<file path="src/hw/rtl/thc_pkg.sv">
`timescale 1ns / 1ps
`default_nettype none

package thc_pkg;

    localparam int TEMP_W        = 11;  // sample and scale registers
    localparam int CH_W          = 8;   // color channel drive level
    localparam int CFG_IDX_W     = 2;
    localparam int FRAC_BITS_DEF = 8;
    localparam int SEGMENTS      = 6;

    localparam logic [CFG_IDX_W-1:0] CFG_MIN_TEMP = 2'd0;
    localparam logic [CFG_IDX_W-1:0] CFG_MAX_TEMP = 2'd1;

    localparam logic signed [TEMP_W-1:0] MIN_TEMP_RST = 11'sd200;
    localparam logic signed [TEMP_W-1:0] MAX_TEMP_RST = 11'sd350;

    localparam logic [CH_W-1:0] FAULT_BLUE = 8'd25;
    localparam logic [CH_W-1:0] CH_FULL    = 8'd255;

    typedef logic signed [TEMP_W-1:0] t_temp;

    typedef struct packed {
        logic [CH_W-1:0] red;
        logic [CH_W-1:0] green;
        logic [CH_W-1:0] blue;
    } t_rgb;

    // black, blue, cyan, green, yellow, red, white
    localparam t_rgb PALETTE [0:SEGMENTS] = '{
        '{8'd0,   8'd0,   8'd0  },
        '{8'd0,   8'd0,   8'd255},
        '{8'd0,   8'd255, 8'd255},
        '{8'd0,   8'd255, 8'd0  },
        '{8'd255, 8'd255, 8'd0  },
        '{8'd255, 8'd0,   8'd0  },
        '{8'd255, 8'd255, 8'd255}
    };

endpackage

`default_nettype wire

</file>
<file path="src/hw/rtl/temperature_heatmap_color_unit.sv">
`timescale 1ns / 1ps
`default_nettype none

// Channel   Dir  Handshake           Payload
// -------   ---  ------------------  ------------------------------------------
// sample    in   i_valid / o_stall   i_temperature[10:0] signed, i_sample_ok
// color     out  o_valid / i_stall   o_red[7:0], o_green[7:0], o_blue[7:0]
// config    in   i_cfg_we            i_cfg_idx[1:0], i_cfg_data[10:0]
//
// One word accepted per cycle while o_stall is low. Stages in order: input
// register, clamp/offset stage, FRAC_BITS+3 restoring divider stages (one
// quotient bit each), and the output register with the blend in front of it.
// Synchronous active-low reset clears all valid bits and loads the scale
// registers with 200 / 350. A full stage holds only while the next one is
// blocked, so bubbles squeeze out and a stalled output lets upstream fill.

module temperature_heatmap_color_unit #(
    parameter int FRAC_BITS = thc_pkg::FRAC_BITS_DEF
) (
    input  wire                                i_clk,
    input  wire                                i_rst_n,
    // sample in
    input  wire                                i_valid,
    output logic                               o_stall,
    input  wire  signed [thc_pkg::TEMP_W-1:0]  i_temperature,
    input  wire                                i_sample_ok,
    // color out
    output logic                               o_valid,
    input  wire                                i_stall,
    output logic        [thc_pkg::CH_W-1:0]    o_red,
    output logic        [thc_pkg::CH_W-1:0]    o_green,
    output logic        [thc_pkg::CH_W-1:0]    o_blue,
    // config writes
    input  wire                                i_cfg_we,
    input  wire         [thc_pkg::CFG_IDX_W-1:0] i_cfg_idx,
    input  wire         [thc_pkg::TEMP_W-1:0]  i_cfg_data
);
    import thc_pkg::*;

    // quotient covers 0 .. 6*2^FRAC_BITS
    localparam int QW  = FRAC_BITS + 3;
    // stage 0 input, stage 1 prep, stages 2..QW+1 divider, last is output
    localparam int NST = QW + 3;
    localparam int RW  = TEMP_W;      // divisor and remainder width

    localparam logic [FRAC_BITS:0] ONE = {1'b1, {FRAC_BITS{1'b0}}};

    // ---------------- scale registers ----------------
    t_temp r_min_temp;
    t_temp r_max_temp;

    always_ff @(posedge i_clk) begin
        if (!i_rst_n) begin
            r_min_temp <= MIN_TEMP_RST;
            r_max_temp <= MAX_TEMP_RST;
        end else if (i_cfg_we) begin
            if (i_cfg_idx == CFG_MIN_TEMP) r_min_temp <= t_temp'(i_cfg_data);
            if (i_cfg_idx == CFG_MAX_TEMP) r_max_temp <= t_temp'(i_cfg_data);
        end
    end

    // span must only change while the pipe is empty (the user's duty, not enforced here), so all stages share it
    logic signed [TEMP_W:0] span;
    logic                   span_bad;
    logic [RW-1:0]          divisor;

    assign span     = {r_max_temp[TEMP_W-1], r_max_temp}
                    - {r_min_temp[TEMP_W-1], r_min_temp};
    assign span_bad = span[TEMP_W] || (span == '0);
    assign divisor  = span[RW-1:0];

    // ---------------- flow control ----------------
    logic [NST-1:0] r_vld;
    logic [NST-1:0] adv;

    always_comb begin
        adv[NST-1] = !r_vld[NST-1] || !i_stall;
        for (int k = NST - 2; k >= 0; k--) begin
            adv[k] = !r_vld[k] || adv[k+1];
        end
    end

    assign o_stall = !adv[0];
    assign o_valid = r_vld[NST-1];

    always_ff @(posedge i_clk) begin
        if (!i_rst_n) begin
            r_vld <= '0;
        end else begin
            if (adv[0]) r_vld[0] <= i_valid;
            for (int k = 1; k < NST; k++) begin
                if (adv[k]) r_vld[k] <= r_vld[k-1];
            end
        end
    end

    // ---------------- stage 0: input register ----------------
    t_temp r_temp;
    logic  r_ok;

    always_ff @(posedge i_clk) begin
        if (adv[0]) begin
            r_temp <= i_temperature;
            r_ok   <= i_sample_ok;
        end
    end

    // ---------------- stage 1: clamp, offset, times six ----------------
    // divider arrays: index 0 is the prep stage, index k the k-th quotient bit
    logic [RW-1:0] r_rem   [0:QW];
    logic [QW-1:0] r_quo   [0:QW];
    logic [2:0]    r_lo    [0:QW];
    logic          r_fault [0:QW];
    logic          r_black [0:QW];

    t_temp         temp_clamp;
    logic [RW-1:0] offs;
    logic [RW+2:0] offs6;

    always_comb begin
        if (r_temp < r_min_temp) begin
            temp_clamp = r_min_temp;
        end else if (r_temp > r_max_temp) begin
            temp_clamp = r_max_temp;
        end else begin
            temp_clamp = r_temp;
        end
        // 0 <= c <= span <= 2047, so the wrapped 11-bit difference is exact
        offs  = RW'(temp_clamp - r_min_temp);
        // 6c = 4c + 2c, at most 12282
        offs6 = {1'b0, offs, 2'b00} + {2'b00, offs, 1'b0};
    end

    // (6c << F) >> QW is below the divisor; low three bits of 6c feed in next
    always_ff @(posedge i_clk) begin
        if (adv[1]) begin
            r_rem[0]   <= offs6[RW+2:3];
            r_lo[0]    <= offs6[2:0];
            r_quo[0]   <= '0;
            r_fault[0] <= !r_ok;
            r_black[0] <= span_bad;
        end
    end

    // ---------------- restoring divider, one bit per stage ----------------
    for (genvar g = 1; g <= QW; g++) begin : g_div
        logic [RW:0]   trial;
        logic          q_bit;
        logic [RW:0]   diff;
        logic [RW-1:0] n_rem;

        assign trial = {r_rem[g-1], r_lo[g-1][2]};
        assign q_bit = (trial >= {1'b0, divisor});
        assign diff  = trial - {1'b0, divisor};
        assign n_rem = q_bit ? diff[RW-1:0] : trial[RW-1:0];

        always_ff @(posedge i_clk) begin
            if (adv[g+1]) begin
                r_rem[g]   <= n_rem;
                r_quo[g]   <= {r_quo[g-1][QW-2:0], q_bit};
                r_lo[g]    <= {r_lo[g-1][1:0], 1'b0};
                r_fault[g] <= r_fault[g-1];
                r_black[g] <= r_black[g-1];
            end
        end
    end

    // ---------------- blend and output register ----------------
    function automatic logic [CH_W-1:0] blend(
        input logic [CH_W-1:0]      a,
        input logic [CH_W-1:0]      b,
        input logic [FRAC_BITS-1:0] f
    );
        logic [FRAC_BITS:0]        w;
        logic [FRAC_BITS+CH_W:0]   pa;
        logic [FRAC_BITS+CH_W:0]   pb;
        logic [FRAC_BITS+CH_W:0]   sum;
        w   = ONE - {1'b0, f};
        pa  = {{(FRAC_BITS+1){1'b0}}, a} * {{CH_W{1'b0}}, w};
        pb  = {{(FRAC_BITS+1){1'b0}}, b} * {{CH_W{1'b0}}, 1'b0, f};
        sum = pa + pb;
        return sum[FRAC_BITS+CH_W-1:FRAC_BITS];
    endfunction

    logic [2:0]           seg;
    logic [FRAC_BITS-1:0] frac;
    logic [2:0]           seg_nx;
    t_rgb                 col_a;
    t_rgb                 col_b;
    t_rgb                 n_col;

    assign seg    = r_quo[QW][QW-1:FRAC_BITS];
    assign frac   = r_quo[QW][FRAC_BITS-1:0];
    assign seg_nx = seg + 3'd1;

    always_comb begin
        // table reads only matter below the top segment
        col_a = PALETTE[0];
        col_b = PALETTE[0];
        if (seg < 3'(SEGMENTS)) begin
            col_a = PALETTE[seg];
            col_b = PALETTE[seg_nx];
        end
        priority if (r_fault[QW]) begin
            n_col = '{8'd0, 8'd0, FAULT_BLUE};
        end else if (r_black[QW]) begin
            n_col = '0;
        end else if (seg >= 3'(SEGMENTS)) begin
            n_col = '{CH_FULL, CH_FULL, CH_FULL};
        end else begin
            n_col.red   = blend(col_a.red,   col_b.red,   frac);
            n_col.green = blend(col_a.green, col_b.green, frac);
            n_col.blue  = blend(col_a.blue,  col_b.blue,  frac);
        end
    end

    t_rgb r_col;

    always_ff @(posedge i_clk) begin
        if (adv[NST-1]) begin
            r_col <= n_col;
        end
    end

    assign o_red   = r_col.red;
    assign o_green = r_col.green;
    assign o_blue  = r_col.blue;

endmodule

`default_nettype wire

</file>
<file path="config.mk">
export PLATFORM = sky130hd
export DESIGN_NAME = temperature_heatmap_color_unit
export DESIGN_NICKNAME = d
export VERILOG_FILES = /design/src/hw/rtl/thc_pkg.sv /design/src/hw/rtl/temperature_heatmap_color_unit.sv
export SDC_FILE = /design/constraint.sdc
export NUM_CORES = 1
export LEC_CHECK = 0
export ABC_CLOCK_PERIOD_IN_PS = 10100
export BUFFER_PORTS_ARGS = -buffer_cell sky130_fd_sc_hd__buf_2
export CAP_MARGIN = 20
export CORE_ASPECT_RATIO = 0.8
export CORE_MARGIN = 2
export CORE_UTILIZATION = 55
export DETAILED_ROUTE_END_ITERATION = 12
export HOLD_SLACK_MARGIN = 0.03
export PLACE_DENSITY = 0.67
export SLEW_MARGIN = 5
export SYNTH_ARGS = -nofsm -noshare
export SYNTH_HDL_FRONTEND = slang
export SYNTH_SLANG_ARGS = --single-unit
</file>
<file path="constraint.sdc">
create_clock -name i_clk -period 10.1 [get_ports i_clk]
set_input_delay 2.02 -clock i_clk [delete_from_list [all_inputs] [get_ports i_clk]]
set_output_delay 2.02 -clock i_clk [all_outputs]
set_load 0.05 [all_outputs]
</file>
# Yosys cells after proc, flatten, opt, wreduce, memory -nomap -nowiden
# Memory sizes are Yosys's and may differ from the RTL's.
# Index checks and enable logic that the tools add are counted.
totals:
  input_bits: 30
  rom_bits: 384
  elab_cells: 156
  memories: 7
  register_bits: 72
  output_inout_bits: 26
  ram_bits: 324
memory_table:
  columns: ["memory", "words", "word_bits", "read_ports", "rd_ports_with_merged_regs", "write_ports", "line_no", "rtl"]
  rows:
  - ["(no name shown)", 8, 24, 1, 0, 0, "temperature_heatmap_color_unit.sv:201", "col_a = PALETTE[seg];"]
  - ["(no name shown)", 8, 24, 1, 0, 0, "temperature_heatmap_color_unit.sv:202", "col_b = PALETTE[seg_nx];"]
  - ["r_quo", 12, 11, 12, 0, 12, "temperature_heatmap_color_unit.sv:111", "logic [QW-1:0] r_quo [0:QW];"]
  - ["r_rem", 12, 11, 11, 0, 12, "temperature_heatmap_color_unit.sv:110", "logic [RW-1:0] r_rem [0:QW];"]
  - ["r_lo", 12, 3, 11, 0, 12, "temperature_heatmap_color_unit.sv:112", "logic [2:0] r_lo [0:QW];"]
  - ["r_black", 12, 1, 12, 0, 12, "temperature_heatmap_color_unit.sv:114", "logic r_black [0:QW];"]
  - ["1 more memories", null, null, null, null, null, null, null]
classes:
  reduce_logical: 37
  add_sub_neg: 19
  order_cmp: 17
  multipliers: 6
  eq_ne: 1
  n_mux: 45
  bitwise: 2
op_table:
  columns: ["operator", "count"]
  rows:
  - ["2-to-1 mux 24 bit", 7]
  - ["2-to-1 mux 11 bit", 13]
  - ["greater-or-equal comparator 12 x 11 -> 1 bit", 11]
  - ["subtractor 11 bit", 12]
  - ["adder 16 bit", 3]
  - ["multiplier 8 x 8 -> 16 bit", 3]
  - ["multiplier 8 x 9 -> 16 bit", 3]
  - ["2-to-1 mux 1 bit", 24]
  - ["zero test 1 bit", 17]
  - ["logical OR 1 bit", 15]
  - ["adder 13 x 12 -> 14 bit", 1]
  - ["zero test 12 bit", 1]
  - ["subtractor 11 x 11 -> 12 bit", 1]
  - ["> comparator 11 bit", 1]
  - ["< comparator 11 bit", 1]
  - ["subtractor 9 x 8 -> 9 bit (first input constant)", 1]
  - ["greater-or-equal comparator 4 bit (second input constant)", 2]
  - ["inverter 3 -> 4 bit", 2]
  - ["2-to-1 mux 5 bit", 1]
  - ["AND reduction 2 bit", 2]
  - ["adder 3 x 1 -> 3 bit (second input constant)", 1]
  - ["greater-or-equal comparator 3 bit (second input constant)", 1]
  - ["< comparator 3 bit (second input constant)", 1]
  - ["equality test 2 x 1 -> 1 bit (second input constant)", 1]
  - ["2 further kinds", 2]

# Longest topological paths before layout
# Gate-level depths: netlist (run 1).
logic_depth:
  word_depth: 16
  depth_mapped: 29
  mapped_depth_nobuf: 28

# Worst setup path after synthesis (run 1)
# Ideal clock, no wire load.
synth_timing:
  kind: "register -> register"
  start: "mem r_quo[2][42] (netlist bit)"
  end: "reg r_col (netlist bit o_blue[6]) (data pin)"
  path_buffers: 1
  required_time_ns: 9.830
  path_stages_with_launch: 29
  arrival_ns: 6.930
  slack_ns: 2.900
  cell_sequence: "edfxtp_1 > inv_1 > ha_1 > and2b_2 > o21ai_0 > and3_2 > clkbuf_1 > and2_1 > inv_1 > fa_1 > inv_1 > fa_1 > inv_1 > fa_1 > inv_1 > fa_1 > fa_1 > inv_1 > fa_1 > inv_1 > ha_1 > a21oi_1 > nand2_1 > o21ai_0 > o21ai_2 > a211o_2 > a21oi_1 > xor2_1 > a21oi_1"
synth_lines:
  columns: ["item", "line_no", "rtl"]
  rows:
  - ["from (decl)", "temperature_heatmap_color_unit.sv:111", null]
  - ["to (signal assigned)", "temperature_heatmap_color_unit.sv:221", "r_col <= n_col;"]
  - ["to (decl)", "temperature_heatmap_color_unit.sv:217", "t_rgb r_col;"]

==> results of run 1 <==
[worst paths after layout]
path / startpoint / endpoint / slack [ns] / depth (start not counted)
min: r_black[1][1] / r_black[1][2] / 0.40 / 0
max reg2reg: r_quo[2][42] / o_blue[6] / 2.45 / 27
min reg2reg: r_black[1][1] / r_black[1][2] / 0.40 / 0
max: r_quo[2][42] / o_blue[6] / 2.45 / 27
[state kept, by name, summed over array words and instances (netlist names), 11 cells and up]
signal and flops:
r_quo 66, r_rem 121, r_max_temp 11, r_black 12, r_fault 12, r_temp 11, r_min_temp 11, r_vld 14
[metrics by stage]
stage               hold slack, ns  cells
finish                      0.4022   3275
global route                0.4069   3274
CTS                         0.3983   3273
detailed placement          0.4045   3211
global placement            0.4001   3211
floorplan                   0.4003   2551
[layer usage]
| metal | track usage | vias to the layer above |
|---|---|---|
| li1 | - | 8741 |
| met1 | 0.3394 | 8852 |
| met2 | 0.3864 | 368 |
| met3 | 0.04469 | 86 |
| met4 | 0.05634 | 2 |
| met5 | 0 | - |
[cell type report]
class / count / area (um2)
multi-input combinational: 1733 / 16780
timing repair buffer: 69 / 387.9
tap: 629 / 787.0
inverter: 495 / 1858
antenna: 1 / 2.502
clock inverter: 22 / 310.3
clock buffer: 40 / 947.2
sequential: 286 / 8228
fill: 3999 / 19080
[cell usage after synthesis (all sizes together), types with 26 or more instances]
master	instances
inv	495
o21a	35
ha	340
o21ai	70
xor2	46
nor2b	35
edfxtp	250
nor2	147
dfxtp	36
a21oi	119
mux2	83
a21o	46
nor3	26
fa	252
xnor2	91
nand2	143
nand3	32
[cells by family (layout without fill, tap and decap cells)]
| group | count (synthesis) | in the layout | synth area share |
|---|---|---|---|
| and+or+nand+nor | 495 | 495 | 0.08830 |
| other | 0 | 1 | 0 |
| muxes | 90 | 90 | 0.03724 |
| adders and majority gates | 593 | 593 | 0.3450 |
| xor gates and xnor gates | 138 | 138 | 0.04535 |
| buffers and inverters | 532 | 626 | 0.07550 |
| AOI/OAI and AO/OA | 417 | 417 | 0.1036 |
| DFF | 286 | 286 | 0.3050 |
[layout by cell type, fill, tap and decap left out, drive strengths merged, types with 15 or more instances in the layout]
master	count
o21bai	17
and2	24
nor2b	35
xnor2	91
nand3	32
ha	340
dfxtp	36
buf	69
nor3	26
nor2	147
a21boi	24
fa	252
a21o	46
o211ai	15
o21a	35
a21oi	119
inv	498
clkbuf	40
nand2	143
edfxtp	250
o21ai	70
nand4	18
xor2	46
mux2	83
==> impl_metrics.py, run 1 <==
metrics = {
    "drt": {
        "wl_met1_mm": 27.64,
        "dr.first_iter.drc_count": 979,
        "wl_met3_mm": 3.312,
        "top_layer_used": "met5",
        "wl_per_cell_um": 17.95,
        "met2WireLength_mm": 26.60,
        "via_count": 18049,
        "antenna_violating_nets_post_route": 0,
        "drt_pre_antenna_iters": 5,
        "final_wirelength_mm": 58.78,
        "viasPerCell": 5.511,
        "drc_errors": 0,
    },
    "global_routing": {
        "via_count_of_the_first_global_routing_pass": 18729,
        "grt_max_degree": 37,
        "grt_remaining_overflow": 0,
        "grt_util_all_layers": 0.2403,
        "antenna_found_initial": 2,
        "grt_pass1_wl_mm": 96.64,
    },
    "die": {
        "die_w_um": 251.6,
        "core_mm2": 0.04838,
        "initial_core_util": 0.5577,
        "std_cell_rows": 72,
        "die_y_um": 202.1,
        "pin_count": 56,
        "die-area_mm2": 0.05086,
    },
    "setup_path": {
        "cp.arrival_ns": 7.90,
        "cp_common_cell": "inv_1",
        "worstPathRequired_ns": 10.35,
        "cp-end-kind": "flop",
        "critPathBufInv": 7,
        "setup.worst_path.class": "reg -> reg",
        "critical_path.max_stage_delay_ns": 0.61,
        "critical_path.startpoint_type": "flop",
        "cpLargestDelayFamily": "adder cells",
        "critPathMaxFanout": 13,
        "standard_cell_with_the_maximum_stage_delay_on_the_critical_path": "fa_1",
    },
    "hold_path": {
        "hp-class": "reg -> reg",
    },
    "timing": {
        "timing.slew.headroom": 0.3055,
        "rsz_0062_raised_after_global_routing": "no",
        "final.setup.worst_slack_ns": 2.450,
        "min_period_over_period": 0.7574,
        "setup_viol_count_final": 0,
        "timing.setup.tns_ns": 0,
        "finalCriticalPeriod_ns": 7.650,
        "worstMarginPinSlew_ns": 1.040,
        "final-max-slew-violation-count": 0,
        "fin_worst_skew_ns": 0.03529,
        "hold_viol_final": 0,
        "max_freq_ghz": 0.1307,
    },
    "final_layout": {
        "post-route-util": 0.6057,
        "nets": 3242,
        "area.growth.synth_to_final_pct": 8.598,
        "final_layout_size_suffix_gt1_frac": 0.09301,
        "post-route-cell-area_mm2": 0.02930,
    },
    "cts": {
        "cts_root_buf": "clkbuf_16",
        "clk_transition_reported_paths_ns": 0.06,
        "cts.path.max_buffers": 3,
        "htree_levels": 2,
        "tritoncts": "built",
        "postCtsSetupRepairBufs": 0,
        "holdBufCountCts": 0,
        "cts_made_buffers": 35,
        "worstSkewPairLatency_ns": 0.56,
        "clock-sinks": 286,
        "post_cts.resized_instances": 0,
    },
    "yosys": {
        "synth.top_cells.by_area": "edfxtp_1 28%, fa_1 19%, ha_1 16%",
        "synth.yosys.seq_area_share": 0.3050,
        "synthesis.area_mm2": 0.02698,
        "synth_flop_cell": "edfxtp_1",
        "syn_inst_count": 2551,
        "synth_enable_flop_cells": 250,
        "number_of_distinct_library_cell_variants_in_the_gate_level_netlist_after_synthesis": 84,
        "area_share_of_the_largest_cell_type_after_synthesis": 0.2782,
        "postSynthRegisterBits": 286,
        "post-synth-top-area-cell": "edfxtp_1",
        "share_of_flip_flops_with_an_asynchronous_set_or_reset_after_synthesis": 0,
        "synth.yosys.warnings": 0,
        "synth.net_count": 3173,
        "postSynthAreaPerCell_um2": 10.58,
    },
    "placed_design": {
        "dp_hpwl_mm": 46.83,
        "port_buffers": 55,
        "place_worst_setup_slack_ns": 2.454,
        "place.gp.congestion": 0.9787,
        "placed_cell_area_mm2": 0.02803,
    },
    "run_status": {
        "run_status": "finished, final reports clean",
    },
    "flow_run": {
        "max_cap_viol_count": 0,
    },
}
Power of run 1 is left out: the tool's default activity adds up to more than one toggle a clock period on the data nets, which glitch-free logic cannot reach.
==> run 2: changes to the inputs <==
- ABC_CLOCK_PERIOD_IN_PS: 10100 -> 7450
- clock period: 10.1 -> 7.45 ns (I/O delays scaled with it)
==> run 2 against run 1 <==
Critical path depth down 1. Die area unchanged. Count of clock-buffer cells in the layout up 2. Cell count rose by 0.73%. Critical endpoint unchanged.
==> impl_metrics.py, run 2 (synthesized netlist as in run 1, its figures left out) <==
metrics = {
    "drt": {
        "drt_pre_antenna_iters": 5,
        "via_count": 18127,
        "wl_per_cell_um": 17.89,
        "antenna_violating_nets_post_route": 0,
        "drc_errors": 0,
        "dr.first_iter.drc_count": 914,
        "viasPerCell": 5.495,
        "final_wirelength_mm": 59.02,
    },
    "timing": {
        "hold_viol_final": 0,
        "min_period_over_period": 0.9600,
        "final-max-slew-violation-count": 0,
        "fin_worst_skew_ns": 0.03213,
        "max_freq_ghz": 0.1398,
        "setup_viol_count_final": 0,
        "hold_slack_ns": 0.3867,
        "worstMarginPinSlew_ns": 1.080,
        "finalCriticalPeriod_ns": 7.152,
        "timing.slew.headroom": 0.2780,
    },
    "final_layout": {
        "largest_register_ffs": 121,
        "final_common_cell": "inv_1",
        "area.growth.synth_to_final_pct": 9.117,
        "layout.cells.most_common_list": "494 x inv_1, 337 x ha_1, 252 x fa_1, 250 x edfxtp_1, 145 x nor2_1",
        "top_register": "r_rem",
        "fin_cells": 3299,
        "area_of_the_multi_input_gates_mm2": 0.01685,
        "nets": 3265,
        "sequential_cell_area_mm2": 0.008228,
        "largest_registers": "r_rem (121), r_quo (66), r_vld (14)",
        "fillCellCount": 3907,
        "final_layout_size_suffix_gt1_frac": 0.1057,
    },
    "global_routing": {
        "grt_pass1_wl_mm": 96.53,
        "grt_util_all_layers": 0.2411,
        "grt_max_degree": 37,
        "antenna_found_initial": 2,
        "via_count_of_the_first_global_routing_pass": 18597,
        "grt_remaining_overflow": 0,
    },
    "die": {
        "core_mm2": 0.04838,
        "pin_count": 56,
        "die_y_um": 202.1,
        "die_w_um": 251.6,
        "initial_core_util": 0.5577,
        "die-area_mm2": 0.05086,
        "std_cell_rows": 72,
    },
    "run_status": {
        "run_status": "finished, final reports clean",
    },
    "cts": {
        "clock-sinks": 286,
        "tritoncts": "built",
        "clk_transition_reported_paths_ns": 0.06,
        "cts_made_buffers": 35,
        "cts_root_buf": "clkbuf_16",
        "cts.path.max_buffers": 3,
        "holdBufCountCts": 0,
        "htree_levels": 2,
        "worstSkewPairLatency_ns": 0.56,
    },
    "placed_design": {
        "dp_hpwl_mm": 47.41,
        "dp_cells": 3225,
        "port_buffers": 55,
        "place.gp.congestion": 0.9111,
    },
    "setup_path": {
        "worstPathRequired_ns": 7.71,
        "cp.arrival_ns": 7.41,
        "setup.worst_path.class": "reg -> reg",
        "critical_path.startpoint_type": "flop",
        "cp-end-kind": "flop",
        "critPathMaxFanout": 7,
    },
    "hold_path": {
        "hp-class": "reg -> reg",
    },
    "flow_run": {
        "max_cap_viol_count": 0,
    },
}
-- run 2: routing by layer --
layer / share of wire / global-route usage / wire length, um
met1: 0.47 / 0.3392 / 27760
met2: 0.45 / 0.3836 / 26700
met3: 0.052 / 0.04752 / 3095
met4: 0.025 / 0.06420 / 1460
met5: 0 / 0 / 0
-- run 2: path summary, 6_finish.rpt --
path,end,depth (start not counted),slack (ns),start
min,r_fault[2][3],0,0.39,r_fault[2][2]
max reg2reg,o_blue[6],26,0.30,r_quo[2][41]
min reg2reg,r_fault[2][3],0,0.39,r_fault[2][2]
max,o_blue[6],26,0.30,r_quo[2][41]
-- run 2: what timing repair did --
action                     CTS  global route
setup endpoints to repair    2             9
resized for setup            1            16
pin swaps                    1             2
setup buffers                2             7
-- run 2: metrics by stage --
step	instance area [um2]	TNS, ns	worst slack (ns)	utilization
floorplan	26980	0	0.2498	-
global placement	28130	0	0.06898	0.5815
detailed placement	28130	-0.05941	-0.03695	0.5815
CTS	29300	0	0.06360	0.6057
global route	29440	-0.09748	-0.08588	0.6085
finish	29440	0	0.2980	0.6086
-- run 2: critical path: stages (launching register included) --
cell and delay, ns:
edfxtp_1 0.43, buf_4 0.17, ha_4 0.25, or4_4 0.54, and3_4 0.19, buf_4 0.16, and2_1 0.18, ha_4 0.29
xor2_2 0.23, inv_2 0.12, fa_1 0.50, inv_1 0.06, fa_1 0.50, fa_1 0.47, fa_1 0.51, inv_1 0.05
fa_1 0.52, inv_1 0.04, ha_1 0.34, o21ai_0 0.19, a22oi_1 0.11, o21ai_1 0.12, o21ai_2 0.12, a211o_2 0.36
a21oi_1 0.19, xor2_1 0.16, a21oi_1 0.08
-- run 2: area by class of cell --
cell class                      count  share of cell area
Antenna cell                        1          0.00008500
Clock inverter                     21            0.007182
Timing Repair Buffer               92             0.01904
Sequential cell                   286              0.2795
Clock buffer                       42             0.03200
Inverter                          495             0.06311
Tap cell                          629             0.02673
Multi-Input combinational cell   1733              0.5724
Power of run 2 is left out for the same reason.
==> run 3: changes to the inputs <==
- REMOVE_ABC_BUFFERS: default -> 1
==> run 3 against run 2 <==
Utilization is 0.28 points lower. Flip-flop and latch count stayed put. Cell area down 0.45%. Critical path depth unchanged. Hold slack gained 0.028 ns. Via count down 0.14%. Register-to-register slack improved by 0.03 ns. Wire length decreased by 0.28%. Cell count down 0.24%. Sequential share of layout area rose by 0.13 points. Fmax rose by 0.42%. Clock skew shrank 0.0058 ns.
==> impl_metrics.py, run 3 (synthesized netlist as in run 1, its figures left out) <==
metrics = {
    "die": {
        "pin_count": 56,
        "die_y_um": 202.1,
        "initial_core_util": 0.5577,
        "die-area_mm2": 0.05086,
        "core_mm2": 0.04838,
        "die_w_um": 251.6,
        "std_cell_rows": 72,
    },
    "placed_design": {
        "dp_cells": 3224,
        "port_buffers": 55,
        "dp_hpwl_mm": 46.50,
        "place.gp.congestion": 0.9223,
    },
    "drt": {
        "final_wirelength_mm": 58.85,
        "dr.first_iter.drc_count": 963,
        "viasPerCell": 5.500,
        "via_count": 18101,
        "wl_per_cell_um": 17.88,
        "antenna_violating_nets_post_route": 0,
        "drt_pre_antenna_iters": 4,
        "drc_errors": 0,
    },
    "cts": {
        "holdBufCountCts": 0,
        "tritoncts": "built",
        "htree_levels": 2,
        "worstSkewPairLatency_ns": 0.56,
        "clock-sinks": 286,
        "clk_transition_reported_paths_ns": 0.06,
        "cts.path.max_buffers": 3,
        "cts_made_buffers": 34,
        "cts_root_buf": "clkbuf_16",
    },
    "global_routing": {
        "grt_remaining_overflow": 0,
        "grt_util_all_layers": 0.2390,
        "via_count_of_the_first_global_routing_pass": 18735,
        "antenna_found_initial": 0,
        "grt_max_degree": 37,
        "grt_pass1_wl_mm": 96.67,
    },
    "setup_path": {
        "cp-end-kind": "flop",
        "worstPathRequired_ns": 7.71,
        "critPathMaxFanout": 8,
        "critical_path.startpoint_type": "flop",
        "cp.arrival_ns": 7.39,
        "setup.worst_path.class": "reg -> reg",
    },
    "final_layout": {
        "fin_cells": 3291,
        "layout.cells.most_common_list": "494 x inv_1, 338 x ha_1, 252 x fa_1, 250 x edfxtp_1, 145 x nor2_1",
        "final_common_cell": "inv_1",
        "top_register": "r_rem",
        "area.growth.synth_to_final_pct": 8.621,
        "nets": 3259,
        "antennaDiodeCount": 0,
        "largest_registers": "r_rem (121), r_quo (66), r_vld (14)",
        "final_layout_size_suffix_gt1_frac": 0.09917,
        "largest_register_ffs": 121,
    },
    "timing": {
        "min_period_over_period": 0.9560,
        "hold_viol_final": 0,
        "final-max-slew-violation-count": 0,
        "worstMarginPinSlew_ns": 1.062,
        "timing.slew.headroom": 0.2908,
        "finalCriticalPeriod_ns": 7.122,
        "max_freq_ghz": 0.1404,
        "setup_viol_count_final": 0,
        "fin_worst_skew_ns": 0.02634,
    },
    "run_status": {
        "run_status": "finished, final reports clean",
    },
    "flow_run": {
        "max_cap_viol_count": 0,
    },
    "hold_path": {
        "hp-class": "reg -> reg",
    },
}
## run 3: cell types whose count changed in the layout (fill, tap and decap cells not counted), sizes merged
cell	delta
bufinv	-2
buf	-5
diode	-1
clkbuf	+3
clkinvlp	-3
clkinv	-3
inv	+3
## run 3: layout make-up
class	instances	area, um2
fillers	3987	19070
multi-input cells	1733	16810
flip-flops and latches	286	8228
inverters	495	1858
clock buffers	45	922.1
well taps	629	787.0
repair buffers	87	543.0
clock inverters	16	162.7
## run 3: worst paths after layout
kind                              startpoint           end  slack (ns)  cells past startpoint
worst max-delay path            r_quo[2][42]     o_blue[7]        0.33                     26
worst min-delay path            r_quo[1][13]  r_quo[1][25]        0.41                      0
worst max register to register  r_quo[2][42]     o_blue[7]        0.33                     26
worst min register to register  r_quo[1][13]  r_quo[1][25]        0.41                      0
## run 3: per-layer routing
layer	share of wire	global-route usage
met2	0.47	0.4037
met5	0	0
met4	0.021	0.05697
met1	0.46	0.3280
met3	0.042	0.03220
## run 3: critical path, cell delays in order, from the launching register on
cell      delay (ns)
edfxtp_1        0.47
ha_2            0.25
nor2b_2         0.18
or4_4           0.50
and3_4          0.18
buf_4           0.16
and2_1          0.18
ha_4            0.29
xor2_2          0.23
inv_1           0.10
fa_1            0.49
inv_1           0.06
fa_1            0.44
fa_1            0.51
fa_1            0.54
inv_1           0.05
fa_1            0.52
inv_1           0.04
ha_1            0.33
a21oi_1         0.19
nand2_1         0.07
o21ai_1         0.16
o21ai_2         0.11
a211o_2         0.35
o31ai_4         0.19
xnor2_1         0.14
a21oi_1         0.08
## run 3: repair_timing
item,4_1_cts,5_1_grt
resized for setup,0,13
buffers inserted,0,4
endpoints found under the setup margin,0,12
## run 3: metrics by stage
stage | hold slack, ns | area, um2 | util | setup WS [ns] | setup TNS (ns)
4_1_cts | 0.4072 | 29180 | 0.6032 | 0.004511 | 0
6_report | 0.4149 | 29310 | 0.6058 | 0.3280 | 0
3_5_place_dp | 0.4045 | 28100 | 0.5808 | 0.02087 | 0
2_1_floorplan | 0.4003 | 26800 | - | 0.4014 | 0
3_3_place_gp | 0.4011 | 28100 | 0.5808 | 0.1678 | 0
5_1_grt | 0.4097 | 29310 | 0.6058 | -0.01329 | -0.01329
Power of run 3 is left out for the same reason.
